### src/hw/rtl/xcpc_pkg.sv
`default_nettype none
// ----------------------------------------------------------------------------
// xcpc_pkg
// Shared types and constants for the chained XOR packet cipher.
// ----------------------------------------------------------------------------
package xcpc_pkg;

    localparam int JOB_DEPTH = 4;
    localparam int JOB_PTR_W = $clog2(JOB_DEPTH);
    localparam int JOB_CNT_W = JOB_PTR_W + 1;

    localparam logic [7:0] HDR_EXT_BYTE = 8'h00;

    typedef struct packed {
        logic [31:0] data;
        logic [1:0]  last_idx;
        logic        fin;
    } job_t;

endpackage
`default_nettype wire

### src/hw/rtl/xcpc_front.sv
`default_nettype none
// ----------------------------------------------------------------------------
// xcpc_front
// Accepts packet bytes, tracks header, chain and held bytes, and turns each
// transaction into a job of one to four result bytes, or holds its byte.
// ----------------------------------------------------------------------------
module xcpc_front
(
    input  wire logic               clk,
    input  wire logic               rst_n,
    input  wire logic               accept,
    input  wire logic [7:0]         in_byte,
    input  wire logic               first_byte,
    input  wire logic               final_byte,
    input  wire logic [31:0]        packet_seed,
    output xcpc_pkg::job_t          job,
    output logic                    job_valid
);

    logic [31:0] chain_reg, chain_next;
    logic [1:0]  held_count_reg, held_count_next;
    logic [1:0]  header_left_reg, header_left_next;
    logic [7:0]  held_reg [3];
    logic        hold_wr;
    logic [7:0]  key;
    logic [31:0] cipher_word;

    assign key         = chain_reg[7:0];
    assign cipher_word = {in_byte, held_reg[2], held_reg[1], held_reg[0]} ^ chain_reg;

    always_comb
    begin
        chain_next       = chain_reg;
        held_count_next  = held_count_reg;
        header_left_next = header_left_reg;
        hold_wr          = 1'b0;
        job_valid        = 1'b0;
        job.data         = {24'd0, in_byte};
        job.last_idx     = 2'd0;
        job.fin          = final_byte;
        if (first_byte)
        begin
            chain_next       = packet_seed;
            held_count_next  = 2'd0;
            header_left_next = (in_byte == xcpc_pkg::HDR_EXT_BYTE && !final_byte) ? 2'd1 : 2'd0;
            job_valid        = 1'b1;
        end
        else if (header_left_reg != 2'd0)
        begin
            header_left_next = final_byte ? 2'd0 : header_left_reg - 2'd1;
            job_valid        = 1'b1;
        end
        else if (held_count_reg == 2'd3)
        begin
            chain_next      = cipher_word;
            held_count_next = 2'd0;
            job.data        = cipher_word;
            job.last_idx    = 2'd3;
            job_valid       = 1'b1;
        end
        else if (final_byte)
        begin
            for (int i = 0; i < 3; i++)
            begin
                job.data[i*8 +: 8] = (2'(i) < held_count_reg) ? (held_reg[i] ^ key)
                                                              : (in_byte ^ key);
            end
            job.data[31:24]  = in_byte ^ key;
            job.last_idx     = held_count_reg;
            held_count_next  = 2'd0;
            header_left_next = 2'd0;
            job_valid        = 1'b1;
        end
        else
        begin
            hold_wr         = 1'b1;
            held_count_next = held_count_reg + 2'd1;
        end
    end

    always_ff @(posedge clk or negedge rst_n)
    begin
        if (!rst_n)
        begin
            chain_reg       <= '0;
            held_count_reg  <= '0;
            header_left_reg <= '0;
        end
        else if (accept)
        begin
            chain_reg       <= chain_next;
            held_count_reg  <= held_count_next;
            header_left_reg <= header_left_next;
        end
    end

    always_ff @(posedge clk)
    begin
        if (accept && hold_wr)
        begin
            held_reg[held_count_reg] <= in_byte;
        end
    end

endmodule
`default_nettype wire

### src/hw/rtl/xcpc_job_fifo.sv
`default_nettype none
// ----------------------------------------------------------------------------
// xcpc_job_fifo
// Short job queue between the front and back parts.
// ----------------------------------------------------------------------------
module xcpc_job_fifo
(
    input  wire logic               clk,
    input  wire logic               rst_n,
    input  wire logic               wr_en,
    input  wire xcpc_pkg::job_t     wr_job,
    input  wire logic               rd_en,
    output xcpc_pkg::job_t          rd_job,
    output logic                    fifo_full,
    output logic                    fifo_empty
);

    xcpc_pkg::job_t                   mem_reg [xcpc_pkg::JOB_DEPTH];
    logic [xcpc_pkg::JOB_PTR_W-1:0]   wr_ptr_reg;
    logic [xcpc_pkg::JOB_PTR_W-1:0]   rd_ptr_reg;
    logic [xcpc_pkg::JOB_CNT_W-1:0]   count_reg;

    assign fifo_full  = (count_reg == xcpc_pkg::JOB_CNT_W'(xcpc_pkg::JOB_DEPTH));
    assign fifo_empty = (count_reg == '0);
    assign rd_job     = mem_reg[rd_ptr_reg];

    always_ff @(posedge clk or negedge rst_n)
    begin
        if (!rst_n)
        begin
            wr_ptr_reg <= '0;
            rd_ptr_reg <= '0;
            count_reg  <= '0;
        end
        else
        begin
            if (wr_en)
            begin
                wr_ptr_reg <= wr_ptr_reg + 1'b1;
            end
            if (rd_en)
            begin
                rd_ptr_reg <= rd_ptr_reg + 1'b1;
            end
            if (wr_en && !rd_en)
            begin
                count_reg <= count_reg + 1'b1;
            end
            else if (rd_en && !wr_en)
            begin
                count_reg <= count_reg - 1'b1;
            end
        end
    end

    always_ff @(posedge clk)
    begin
        if (wr_en)
        begin
            mem_reg[wr_ptr_reg] <= wr_job;
        end
    end

endmodule
`default_nettype wire

### src/hw/rtl/xcpc_back.sv
`default_nettype none
// ----------------------------------------------------------------------------
// xcpc_back
// Takes jobs from the queue and emits their bytes one per cycle through an
// output register, holding while a pending output byte is not popped.
// ----------------------------------------------------------------------------
module xcpc_back
(
    input  wire logic               clk,
    input  wire logic               rst_n,
    input  wire xcpc_pkg::job_t     head_job,
    input  wire logic               head_empty,
    output logic                    head_take,
    input  wire logic               pop,
    output logic                    empty,
    output logic [7:0]              out_byte,
    output logic                    packet_end,
    output logic                    run_end
);

    xcpc_pkg::job_t job_reg;
    logic           job_valid_reg;
    logic [1:0]     idx_reg;
    logic           out_valid_reg;
    logic [7:0]     out_byte_reg;
    logic           packet_end_reg;
    logic           run_end_reg;
    logic           adv;
    logic           job_last;

    assign adv       = job_valid_reg && (!out_valid_reg || pop);
    assign job_last  = (idx_reg == job_reg.last_idx);
    assign head_take = !head_empty && (!job_valid_reg || (adv && job_last));

    assign empty      = !out_valid_reg;
    assign out_byte   = out_byte_reg;
    assign packet_end = packet_end_reg;
    assign run_end    = run_end_reg;

    always_ff @(posedge clk or negedge rst_n)
    begin
        if (!rst_n)
        begin
            job_valid_reg <= 1'b0;
            idx_reg       <= '0;
            out_valid_reg <= 1'b0;
        end
        else
        begin
            if (head_take)
            begin
                job_valid_reg <= 1'b1;
                idx_reg       <= '0;
            end
            else if (adv)
            begin
                job_valid_reg <= !job_last;
                idx_reg       <= idx_reg + 2'd1;
            end
            if (adv)
            begin
                out_valid_reg <= 1'b1;
            end
            else if (pop)
            begin
                out_valid_reg <= 1'b0;
            end
        end
    end

    always_ff @(posedge clk)
    begin
        if (head_take)
        begin
            job_reg <= head_job;
        end
        if (adv)
        begin
            out_byte_reg   <= job_reg.data[idx_reg*8 +: 8];
            run_end_reg    <= job_last;
            packet_end_reg <= job_last && job_reg.fin;
        end
    end

endmodule
`default_nettype wire

### src/hw/rtl/xor_chained_packet_cipher.sv
`default_nettype none
// ----------------------------------------------------------------------------
// xor_chained_packet_cipher
// Path: the first result byte of a transaction reaches the outputs through
// the queue write, the job load and the output register.
// Throughput: one input byte per cycle while not full; one result byte per cycle
// while pop is held, so a completed word yields four bytes; a 4-job queue buffers.
// Reset: asynchronous, clears chain, header and held counts and the job queue.
// ----------------------------------------------------------------------------
module xor_chained_packet_cipher
(
    input  wire logic        clk,
    input  wire logic        rst_n,
    input  wire logic        push,
    output logic             full,
    input  wire logic [7:0]  in_byte,
    input  wire logic        first_byte,
    input  wire logic        final_byte,
    input  wire logic [31:0] packet_seed,
    input  wire logic        pop,
    output logic             empty,
    output logic [7:0]       out_byte,
    output logic             packet_end,
    output logic             run_end
);

    logic           accept;
    xcpc_pkg::job_t new_job;
    logic           new_job_valid;
    xcpc_pkg::job_t head_job;
    logic           head_empty;
    logic           head_take;
    logic           fifo_full;

    assign full   = fifo_full;
    assign accept = push && !fifo_full;

    xcpc_front u_front
    (
        .clk         (clk),
        .rst_n       (rst_n),
        .accept      (accept),
        .in_byte     (in_byte),
        .first_byte  (first_byte),
        .final_byte  (final_byte),
        .packet_seed (packet_seed),
        .job         (new_job),
        .job_valid   (new_job_valid)
    );

    xcpc_job_fifo u_fifo
    (
        .clk        (clk),
        .rst_n      (rst_n),
        .wr_en      (accept && new_job_valid),
        .wr_job     (new_job),
        .rd_en      (head_take),
        .rd_job     (head_job),
        .fifo_full  (fifo_full),
        .fifo_empty (head_empty)
    );

    xcpc_back u_back
    (
        .clk        (clk),
        .rst_n      (rst_n),
        .head_job   (head_job),
        .head_empty (head_empty),
        .head_take  (head_take),
        .pop        (pop),
        .empty      (empty),
        .out_byte   (out_byte),
        .packet_end (packet_end),
        .run_end    (run_end)
    );

endmodule
`default_nettype wire

### config.mk
export PLATFORM = sky130hd
export DESIGN_NAME = xor_chained_packet_cipher
export DESIGN_NICKNAME = d
export VERILOG_FILES = /design/src/hw/rtl/xcpc_pkg.sv /design/src/hw/rtl/xcpc_front.sv /design/src/hw/rtl/xcpc_job_fifo.sv /design/src/hw/rtl/xcpc_back.sv /design/src/hw/rtl/xor_chained_packet_cipher.sv
export SDC_FILE = /design/constraint.sdc
export NUM_CORES = 1
export LEC_CHECK = 0
export BUFFER_PORTS_ARGS = -buffer_cell sky130_fd_sc_hd__buf_2
export CORE_UTILIZATION = 45
export CTS_CLUSTER_SIZE = 10
export DETAILED_ROUTE_END_ITERATION = 8
export GPL_TIMING_DRIVEN = 0
export PLACE_DENSITY = 0.66
export SLEW_MARGIN = 30
export SYNTH_ARGS = -nofsm -noshare
export SYNTH_HDL_FRONTEND = slang
export SYNTH_SLANG_ARGS = --single-unit
### constraint.sdc
create_clock -name clk -period 3.6 [get_ports clk]
set_input_delay 0.36 -clock clk [delete_from_list [all_inputs] [get_ports clk]]
set_output_delay 0.36 -clock clk [all_outputs]
set_load 0.01 [all_outputs]
==> impl_results.md <==
- DRT Wirelength: roughly 25000 um
- WP data required: a little over 4 ns
- Synth Area in Simple Gates: 3.682%
- Drt first pass iters: 6
- Clock latency on the worst-skew pair: ~0.56 ns
- Max-slew violations: 0
- First-pass GRT wire length: 39230 um
- Final TNS setup: 0 ns
- Rows: 57
- Routed len/inst: about 22 um
- CP Buf/Inv Count: 4
- CP delay by family, top: buffers and inverters
- Max rail drop VDD: 0.3811 mV
- Library cells used by synthesis: 51
- Sink Count: 256
- Worst clock skew: 0.01541 ns
- Status: complete, no violations
- Yosys warning count: 0
- Boundary Pins: between 50 and 60
- Syn Nets: ~760
- Compound-Gate Fraction of Synth Area: ~12%
- DR DRC count: 0
- CTS tree: yes
- CP startpoint kind: register
- HP Class: in2reg
- Slew of the pin with the lowest slew margin: between 0.7 and 0.8 ns
- Layout cells sized above 1: roughly 26%
- Routed via count: 6547
- Post-Synth XOR/XNOR Area: under 10%
- Area delta synth->final: 13.94%
- Clk buf depth: 3
- Critical path data arrival time: ~3.5 ns
- Total gr overflow: 0
- Mapped Cells: between 600 and 700
- Sequential share of the synthesized area: 65.46%
- Worst rel slew slack: slightly above 50%
- Post-Syn Area per Cell: approximately 16 um2
- EDFF count, synth: around 210
- Leakage: around 4.5 nW
- Die Span Y: between 150 and 200 um
- CP max FO: 39
- PD cells: about 750 mW/mm2
- Post-synth ARST share: approximately 18%
- Synthesis-stage register bit count: ~260
- Hold slack: 0.02163 ns
- CTS buffer count: 30
- Pre-CTS setup slack: roughly 0.54 ns
- Clock root buffer: clkbuf_16
- Core Area: about 0.025 mm2
- Gr usage total: 19.94%
- Multiplexer share of the synthesized area: 10.21%
- Clock transition at the registers of the reported paths: roughly 0.06 ns
- Initial antenna violation count: 0
- Final period util: 84.65%
- GP Congestion: 0.8553
- Pin count of the biggest net entering global routing: 48
- WS Path Type: reg2reg
- CP Capture Type: register
- Crit path largest cell delay: roughly 0.47 ns
- Slowest stage cell on the critical path: buf_4
- Main combinational cell family by area after synthesis: compound AO/OA/AOI/OAI gates
- Adder-Cell Fraction of Synth Area: 1.385%
- Input/output buffers: between 50 and 60
- PnR worst setup slack: 0.5525 ns
- Final setup viols: 0
- Max FFs per register: between 100 and 150
- Tmin final: between 3 and 4 ns
- Nets: about 850
- Max_cap viols: 0
- Initial DRC count: 630
- Number of global-route vias before repair: 6809
- Antenna diodes: 0
- Ys flop type: edfxtp_1
- RSZ-0062 raised after global routing: no
- Die area: about 0.026 mm2
- Die Span X: 161.1 um
- Hold Violations, Final: 0
- DPL Wire Length: around 17000 um
- CP cell instances: buf_2 -> xor2_1 -> o31ai_2 -> nor2b_1 -> buf_4 -> inv_1 -> ha_1 -> inv_1 -> fa_1 -> mux2_2
- Post-route ant nets: 0
- Setup bufs post-CTS: 0
- Synthesized cell area: 0.01138 mm2
- Post-DR vias/cell: a little under 6
- H-tree Lvls: 1
- Most frequent CP cell: inv_1
- Initial Util: a little under half
- Fmax: between 300 and 400 MHz
-- metal layers --
| layer | wire [um] | GRT usage (%) | share of wire [%] | vias up |
|---|---|---|---|---|
| met1 | 10960 | 27.60 | 44 | 3306 |
| met3 | 1236 | 2.568 | 4.9 | 60 |
| li1 | - | - | - | 2926 |
| met4 | 678 | 7.075 | 2.7 | 0 |
| met5 | 0 | 0 | 0 | - |
| met2 | 12140 | 32.62 | 49 | 255 |
-- per-stage QoR --
stage	power [mW]	instances	cell area, um2	utilization, %
5_1_grt	10.19	1134	12970	52.87
3_5_place_dp	7.095	1079	12090	49.27
4_1_cts	9.807	1134	12970	52.87
6_report	9.724	1134	12970	52.87
3_3_place_gp	6.970	1079	12070	49.21
2_1_floorplan	6.318	698	11380	-
-- final timing paths --
kind	from	endpoint	slack, ns	cells past startpoint
worst max-delay path	u_back.idx_reg[1]	u_fifo.count_reg[1]	0.55	10
worst min-delay path	in_byte[5]	u_front.held_reg[1][5]	0.02	1
worst max register to register	u_back.idx_reg[1]	u_fifo.count_reg[1]	0.55	10
worst min register to register	u_fifo.count_reg[2]	u_fifo.count_reg[2]	0.50	1
max in group asynchronous	rst_n	u_fifo.rd_ptr_reg[0]	2.72	2
min in group asynchronous	rst_n	u_front.chain_reg[19]	0.36	2
-- worst reg2reg max path: stages (launching register included) --
cell	delay, ns
dfrtp_1	0.35
buf_2	0.22
xor2_1	0.23
o31ai_2	0.39
nor2b_1	0.18
buf_4	0.47
inv_1	0.10
ha_1	0.24
inv_1	0.08
fa_1	0.39
mux2_2	0.27
-- cells in the final DEF, fill, tap and decap left out, types with 2 or more instances in the layout --
cell type / n
a21oi_2: 2
a21oi_1: 42
inv_1: 11
and2_1: 5
xor2_1: 22
o22a_1: 8
mux2i_1: 16
buf_4: 4
nand2b_1: 4
and2_4: 4
nor2_4: 2
a221oi_1: 8
buf_6: 4
a311oi_1: 2
edfxtp_1: 209
nor2_1: 42
a21o_1: 32
nand2_1: 5
nor2b_1: 4
mux2_1: 2
dfrtp_1: 47
mux4_2: 43
nand3_1: 2
xnor2_1: 36
buf_2: 77
clkbuf_16: 30
o22ai_1: 24
o21ai_1: 2
a22o_1: 9
ha_1: 11
a311oi_2: 30
clkbuf_1: 46
-- cells in the mapped netlist (3+ instances only) --
| library cell | count | area share [%] |
|---|---|---|
| buf_6 | 4 | 0.40 |
| inv_1 | 11 | 0.36 |
| nor2_1 | 42 | 1.4 |
| a21oi_1 | 42 | 1.8 |
| a22o_1 | 9 | 0.69 |
| mux4_2 | 43 | 8.5 |
| nand2b_1 | 4 | 0.22 |
| xnor2_1 | 36 | 2.8 |
| mux2i_1 | 16 | 1.4 |
| clkbuf_1 | 25 | 0.82 |
| a221oi_1 | 8 | 0.62 |
| ha_1 | 11 | 1.2 |
| o22ai_1 | 24 | 1.3 |
| xor2_1 | 22 | 1.7 |
| a311oi_2 | 30 | 4.0 |
| nor2b_1 | 4 | 0.22 |
| buf_2 | 21 | 0.92 |
| edfxtp_1 | 209 | 55 |
| and2_1 | 9 | 0.49 |
| a21o_1 | 32 | 2.1 |
| dfrtp_1 | 47 | 10 |
| o22a_1 | 8 | 0.62 |
| buf_4 | 3 | 0.20 |
| nand2_1 | 5 | 0.16 |
-- kinds of logic (layout without fill, tap and decap cells) --
kind of cell | Yosys count | after routing
xor+xnor | 58 | 58
buf+inv | 66 | 178
flops | 256 | 256
compound gates | 165 | 165
simple gates | 79 | 79
mux | 62 | 62
fa+ha+maj | 12 | 12
-- repair_timing --
action                                 CTS  global route
hold buffers                             1             0
endpoints found under the hold margin   47             0
gates resized for setup                  0             0
-- area by class of cell --
class                           count  area (um2)
Inverter                           12       45.04
Clock inverter                      3       43.79
Timing Repair Buffer               58       297.8
Fill cell                        1974       11560
Buffer                             54       270.3
Multi-Input combinational cell    376        3626
Sequential cell                   256        7452
Tap cell                          324       405.4
Clock buffer                       51       829.5
-- where the power goes --
group	switching, mW	internal [mW]
combinational	1.46	1.16
clock	1.15	1.56
sequential	0.294	4.10
total	2.90	6.82
(Power assumes the default switching activity.)
